===== src/hdl/mep_pkg.sv =====
// shared types, widths and constants for the escape-time pixel core
package mep_pkg;

  // arithmetic sizes
  localparam int COORD_WIDTH     = 64;
  localparam int ITER_WIDTH      = 16;
  localparam int DIM_WIDTH       = 16;
  localparam int FRAC_BITS       = COORD_WIDTH - 8;
  localparam int STEP_WIDTH      = COORD_WIDTH - 1;
  localparam int HALF_WIDTH      = COORD_WIDTH / 2;
  localparam int PROD_WIDTH      = 2 * COORD_WIDTH;
  localparam int OFS_WIDTH       = DIM_WIDTH + 2;

  // color and divider sizes
  localparam int CHAN_WIDTH      = 8;
  localparam int NUM_CHAN        = 3;
  localparam int COLOR_WIDTH     = CHAN_WIDTH * NUM_CHAN;
  localparam int DIVIDEND_WIDTH  = CHAN_WIDTH + ITER_WIDTH;

  // port field sizes
  localparam int PIXEL_WIDTH     = 16;
  localparam int COUNT_WIDTH     = 16;
  localparam int CFG_INDEX_WIDTH = 3;
  localparam int CFG_DATA_WIDTH  = 64;

  typedef logic signed [COORD_WIDTH-1:0] coord_t;

  localparam coord_t CMAX = {1'b0, {(COORD_WIDTH-1){1'b1}}};
  localparam coord_t CMIN = {1'b1, {(COORD_WIDTH-1){1'b0}}};

  // destination of a product leaving the multiplier
  typedef enum logic [2:0] {
    TAG_OFS_X,
    TAG_OFS_Y,
    TAG_CROSS,
    TAG_SQ_X,
    TAG_SQ_Y
  } mep_tag_t;

  typedef struct packed {
    logic [PIXEL_WIDTH-1:0] pixel_x;
    logic [PIXEL_WIDTH-1:0] pixel_y;
  } mep_in_t;

  typedef struct packed {
    logic [COLOR_WIDTH-1:0] pixel_color;
    logic [COUNT_WIDTH-1:0] iteration_count;
    logic                   escaped;
  } mep_out_t;

  typedef struct packed {
    logic     capture;
    logic     mul_go;
    mep_tag_t mul_tag;
    logic     seed;
    logic     step;
    logic     div_start;
    logic     out_load;
  } mep_cmd_t;

  typedef struct packed {
    logic mul_busy;
    logic div_busy;
    logic keep_going;
    logic below_lim;
  } mep_status_t;

endpackage


===== src/hdl/mep_ctrl.sv =====
// controller: sequences offsets, the iteration loop, color division and output
module mep_ctrl
  import mep_pkg::*;
(
  input  logic        clk,
  input  logic        rst_n,
  input  logic        in_valid,
  output logic        in_ready,
  output logic        out_valid,
  input  logic        out_ready,
  input  mep_status_t st,
  output mep_cmd_t    cmd
);

  typedef enum logic [3:0] {
    ST_IDLE,
    ST_OFS_X,
    ST_OFS_Y,
    ST_OFS_WAIT,
    ST_SEED,
    ST_LOOP,
    ST_SQ_CROSS,
    ST_SQ_X,
    ST_SQ_Y,
    ST_SQ_WAIT,
    ST_DIV,
    ST_FINISH
  } state_t;

  state_t state_r, state_nxt;
  logic   out_valid_r, out_valid_nxt;

  always_comb begin
    state_nxt     = state_r;
    out_valid_nxt = out_valid_r && !out_ready;
    cmd           = '0;
    cmd.mul_tag   = TAG_CROSS;
    unique case (state_r)
      ST_IDLE: begin
        if (in_valid) begin
          cmd.capture = 1'b1;
          state_nxt   = ST_OFS_X;
        end
      end
      ST_OFS_X: begin
        cmd.mul_go  = 1'b1;
        cmd.mul_tag = TAG_OFS_X;
        state_nxt   = ST_OFS_Y;
      end
      ST_OFS_Y: begin
        cmd.mul_go  = 1'b1;
        cmd.mul_tag = TAG_OFS_Y;
        state_nxt   = ST_OFS_WAIT;
      end
      ST_OFS_WAIT: begin
        if (!st.mul_busy) begin
          state_nxt = ST_SEED;
        end
      end
      ST_SEED: begin
        cmd.seed  = 1'b1;
        state_nxt = ST_LOOP;
      end
      ST_LOOP: begin
        if (st.keep_going) begin
          cmd.step  = 1'b1;
          state_nxt = ST_SQ_CROSS;
        end else if (st.below_lim) begin
          cmd.div_start = 1'b1;
          state_nxt     = ST_DIV;
        end else begin
          state_nxt = ST_FINISH;
        end
      end
      ST_SQ_CROSS: begin
        cmd.mul_go  = 1'b1;
        cmd.mul_tag = TAG_CROSS;
        state_nxt   = ST_SQ_X;
      end
      ST_SQ_X: begin
        cmd.mul_go  = 1'b1;
        cmd.mul_tag = TAG_SQ_X;
        state_nxt   = ST_SQ_Y;
      end
      ST_SQ_Y: begin
        cmd.mul_go  = 1'b1;
        cmd.mul_tag = TAG_SQ_Y;
        state_nxt   = ST_SQ_WAIT;
      end
      ST_SQ_WAIT: begin
        if (!st.mul_busy) begin
          state_nxt = ST_LOOP;
        end
      end
      ST_DIV: begin
        if (!st.div_busy) begin
          state_nxt = ST_FINISH;
        end
      end
      ST_FINISH: begin
        if (!out_valid_r || out_ready) begin
          cmd.out_load  = 1'b1;
          out_valid_nxt = 1'b1;
          state_nxt     = ST_IDLE;
        end
      end
      default: state_nxt = ST_IDLE;
    endcase
  end

  always_ff @(posedge clk) begin
    if (!rst_n) begin
      state_r     <= ST_IDLE;
      out_valid_r <= 1'b0;
    end else begin
      state_r     <= state_nxt;
      out_valid_r <= out_valid_nxt;
    end
  end

  assign in_ready  = (state_r == ST_IDLE);
  assign out_valid = out_valid_r;

  a_one_pixel: assert property (@(posedge clk) disable iff (!rst_n)
    (in_valid && in_ready) |=> !in_ready)
    else $error("second pixel taken while one is in work");

  a_mul_div_apart: assert property (@(posedge clk) disable iff (!rst_n)
    cmd.mul_go |-> !st.div_busy)
    else $error("multiplier issued during color division");

  a_products_landed: assert property (@(posedge clk) disable iff (!rst_n)
    (cmd.seed || cmd.step || cmd.div_start) |-> !st.mul_busy)
    else $error("z registers used before products landed");

endmodule


===== config.mk =====
export PLATFORM = sky130hd
export DESIGN_NAME = mep_ctrl
export DESIGN_NICKNAME = d
export VERILOG_FILES = /design/src/hdl/mep_pkg.sv /design/src/hdl/mep_ctrl.sv
export SDC_FILE = /design/constraint.sdc
export NUM_CORES = 1
export LEC_CHECK = 0
export ABC_AREA = 1
export BUFFER_PORTS_ARGS = -buffer_cell sky130_fd_sc_hd__buf_4
export CAP_MARGIN = 40
export CORE_AREA = 2 2 39 41
export CTS_CLUSTER_DIAMETER = 150
export DETAILED_ROUTE_END_ITERATION = 8
export DIE_AREA = 0 0 41 43
export GPL_TIMING_DRIVEN = 0
export SYNTH_ARGS = -nofsm -noshare
export SYNTH_HDL_FRONTEND = slang
export SYNTH_SLANG_ARGS = --single-unit

===== constraint.sdc =====
create_clock -name clk -period 1.55 [get_ports clk]
set_clock_uncertainty 0.05 [all_clocks]
set_input_delay 0.0775 -clock clk [delete_from_list [all_inputs] [get_ports clk]]
set_output_delay 0.0775 -clock clk [all_outputs]
set_load 0.01 [all_outputs]

== Word level (Yosys, flattened, before mapping) ==
Cells that the tools add are included.
Storage, ports and cells
  flip-flop bits (word level): 5
  input port bits: 8
  output and inout port bits: 11
  logic and storage cells: 44
Cells by class
  eq/ne operators: 16
  muxes and demuxes: 20
  reduce and logical (&&, ||, !) cells: 6
Operator list (number)
  one-hot mux 4 bit (12 select lines): 1
  2-to-1 mux 4 bit: 6
  one-hot mux 4 bit (5 select lines): 1
  equality test 4 x 3 -> 1 bit (second input constant): 4
  equality test 4 bit (second input constant): 4
  2-to-1 mux 1 bit: 11
  != test 2 bit (second input constant): 5
  equality test 4 x 2 -> 1 bit (second input constant): 2
  AND reduction 5 bit: 1
  equality test 4 x 1 -> 1 bit (second input constant): 1
  logical NOT 4 bit: 1
  logical NOT 1 bit: 2
  2-to-1 mux 2 bit: 1
  logical AND 1 bit: 1
  logical OR 1 bit: 1

== Logic depth before layout (Yosys ltp) ==
  word-level depth: 4
  mapped depth: 9
  gate-level depth less buffers: 9

== Worst setup path after synthesis ==
No wires, ideal clock.
  path kind: flip-flop to output port
  start point: reg state_r[0]
  end point: out cmd[5] (netlist name)
  data arrival time: 1138 ps
  required time: 1422 ps
  path slack: 284 ps
  cell stages (with the launch flop): 7
  buffers on the path: 0
  path through: dfxtp_1 inv_2 nand2_1 nor2_1 a21oi_1 nand3_1 o21ai_0
RTL lines
  start, declared: line mep_ctrl.sv:30  | state_t state_r, state_nxt;
  start signal, assigned: line mep_ctrl.sv:116  | state_r <= state_nxt;
  end, declared: line mep_ctrl.sv:12  | output mep_cmd_t cmd

==> flow_metrics.env <==
export IMPL_run_status="completed"
export IMPL_crit_reg2reg_capture="state_r[0]"
export IMPL_io_buffer_count=18
export IMPL_synth_top_cell_by_area="sky130_fd_sc_hd__dfxtp_1"
export IMPL_final_antenna_net_count=0
export IMPL_initial_core_util_pct=33.4
export IMPL_rr_worst_depth=8
export IMPL_final_cells=124
export IMPL_synth_top_flop_cell="sky130_fd_sc_hd__dfxtp_1"
export IMPL_seq_area_frac_synth_pct=21.7
export IMPL_vdd_ir_drop_worst_mv=0.794
export IMPL_grt_first_pass_wirelength_um=1840
export IMPL_clockBufferDepth=2
export IMPL_report_final_setup_viol=0
export IMPL_synth_top_area_share_pct=21.7
export IMPL_vias_per_cell=4.63
export IMPL_num_vias=574
export IMPL_place_detailed_instances=118
export IMPL_worstHoldPathCells=3
export IMPL_drcViolationCount=0
export IMPL_drive_above_1_share_pct=42.6
export IMPL_drt_wl_total_um=1200
export IMPL_cts_htree_levels=1
export IMPL_detailed_router_s_first_iteration_violation_count=15
export IMPL_fin_nets=117
export IMPL_die_x_um=41
export IMPL_route_detailed_wl_per_inst_um=9.65
export IMPL_ys_async_sr_fraction_pct=0
export IMPL_first_global_vias=466
export IMPL_fp_coreArea_um2=1380
export IMPL_drt_first_pass_iters=4
export IMPL_final_hold_vios=0
export IMPL_fin_crit_ns=1.47
export IMPL_cts_root_buffer_cell="sky130_fd_sc_hd__clkbuf_4"
export IMPL_gr_total_overflow=0
export IMPL_cts_hold_buf=0
export IMPL_worstMarginPinSlew_ns=0.251
export IMPL_arrival_ns=1.34
export IMPL_cts_num_sinks=5
export IMPL_design_die_area_um2=1760
export IMPL_synth_area_per_cell_um2=5.50
export IMPL_pwr_density_cell_nw_per_um2=1530
export IMPL_pin_count_of_the_biggest_net_entering_global_routing=8
export IMPL_final_max_slew_viols=0
export IMPL_synth_enable_flop_cells=0
export IMPL_crit_path_start_kind="register"
export IMPL_finish_utilization_pct=49.6
export IMPL_hold_path_startpoint="rst_n"
export IMPL_n_antenna_cell=0
export IMPL_global_placement_routability_congestion=0.759
export IMPL_fin_ws_ns=0.0830
export IMPL_dp_worst_setup_slack_ns=0.164
export IMPL_dieHeight_um=43
export IMPL_crit_reg2reg_launch="state_r[3]"
export IMPL_clock_fmax_ghz=0.682
export IMPL_setup_worst_path_end_class="output pin"
export IMPL_reg2reg_setup_slack_ns=0.22
export IMPL_required_ns=1.42
export IMPL_synth_cell_area_um2=462
export IMPL_setup_worst_path_class="reg2out"
export IMPL_clock_latency_ns=0.24
export IMPL_cts_tree="built"
export IMPL_grt_use_total_pct=15.7
export IMPL_critPathMaxFanout=5
export IMPL_place_hpwl_um=926
export IMPL_row_count=14
export IMPL_min_delay_path_class="in2reg"
export IMPL_clkTransAtPathRegs_ns=0.04
export IMPL_layout_common_cells="sky130_fd_sc_hd__nand2_1 (20), sky130_fd_sc_hd__buf_4 (20), sky130_fd_sc_hd__nor2_1 (15), sky130_fd_sc_hd__inv_1 (12)"
export IMPL_synth_warning_count=0
export IMPL_area_delta_synth_final_pct=48.8
export IMPL_drv_cap=0
export IMPL_syn_instance_count=84
export IMPL_leakagePower_nw=0.353
export IMPL_hold_path_end="state_r[1]"
export IMPL_total_clock_buffers_created_by_cts=3
export IMPL_ys_seq_elements=5
export IMPL_antenna_found_initial=0
export IMPL_max_slew_margin_pct=83.3
export IMPL_final_period_utilization_pct=94.6
export IMPL_yosysUniqueCellTypes=16
export IMPL_synth_area_top_cells="sky130_fd_sc_hd__dfxtp_1 (22%), sky130_fd_sc_hd__nand2_1 (19%), sky130_fd_sc_hd__nor2_1 (14%)"
export IMPL_top_level_ports=19
export IMPL_synth_nets=92
layer usage:
layer / part of all wire, % / track usage [%]
met5: 0 / 0
met2: 51 / 22.5
met3: 5.1 / 4.71
met1: 43 / 20.4
met4: 0.84 / 8.00
area by class of cell:
class	count	area [um2]
clock buffer	4	26.3
tap	16	20.0
inverter	14	52.6
timing repair buffer	20	150
sequential	5	113
fill	162	697
multi-input combinational	65	325
per-stage QoR:
| stage | hold WS (ns) | TNS, ns | total power [mW] | instance area (um2) |
|---|---|---|---|---|
| after global placement | 0.264 | 0 | 0.856 | 617 |
| final | 0.0208 | 0 | 1.05 | 687 |
| after global routing | 0.0163 | -0.00589 | 1.17 | 687 |
| after floorplan | 0.148 | 0 | 0.625 | 462 |
| after CTS | 0.0161 | 0 | 1.02 | 659 |
| after detailed placement | 0.281 | 0 | 0.857 | 617 |
state kept, by name, summed over array words and instances (netlist names):
register and count:
state_r 4, out_valid 1
logic make-up after synthesis:
kind of cell | count (synthesis) | share of synthesized area [%]
flops | 5 | 21.7
buf+inv | 14 | 11.4
simple gates | 57 | 56.6
compound gates | 8 | 10.3
cell usage after synthesis (2+ instances only):
library cell	n
sky130_fd_sc_hd__nand2_2	3
sky130_fd_sc_hd__nand3_1	5
sky130_fd_sc_hd__inv_1	12
sky130_fd_sc_hd__nand2_1	23
sky130_fd_sc_hd__o21ai_0	2
sky130_fd_sc_hd__nand3_2	3
sky130_fd_sc_hd__a21oi_1	3
sky130_fd_sc_hd__dfxtp_1	5
sky130_fd_sc_hd__inv_2	2
sky130_fd_sc_hd__nor2_2	4
sky130_fd_sc_hd__nor2_1	17
worst max-delay path by stage:
stage,start,to,slack [ns]
finish,state_r[1],cmd[5],0.08
global route,state_r[3],cmd[5],-0.006
CTS,state_r[1],cmd[5],0.006
detailed placement,state_r[1],cmd[5],0.16
global placement,state_r[1],cmd[5],0.19
floorplan,state_r[0],cmd[5],0.28
timing repair:
item                                    in CTS  in global routing
endpoints found under the setup margin       2                  1
setup buffers                                1                  1
hold endpoints to repair                     0                  0
resized for setup                            5                  8
pin swaps                                    0                  1
power breakdown:
group / switching [mW] / total, mW / internal (mW)
logic: 0.378 / 0.660 / 0.282
clock network: 0.0541 / 0.151 / 0.0974
registers: 0.0609 / 0.240 / 0.179
worst max-delay path, cell delays in order (launching register included):
cell and delay, ns:
sky130_fd_sc_hd__dfxtp_4 0.36, sky130_fd_sc_hd__inv_1 0.13, sky130_fd_sc_hd__nand2_2 0.10, sky130_fd_sc_hd__nor2_2 0.14, sky130_fd_sc_hd__a21oi_2 0.05, sky130_fd_sc_hd__nand3_1 0.08, sky130_fd_sc_hd__o21ai_0 0.09, sky130_fd_sc_hd__buf_4 0.15
(Power assumes the default switching activity.)
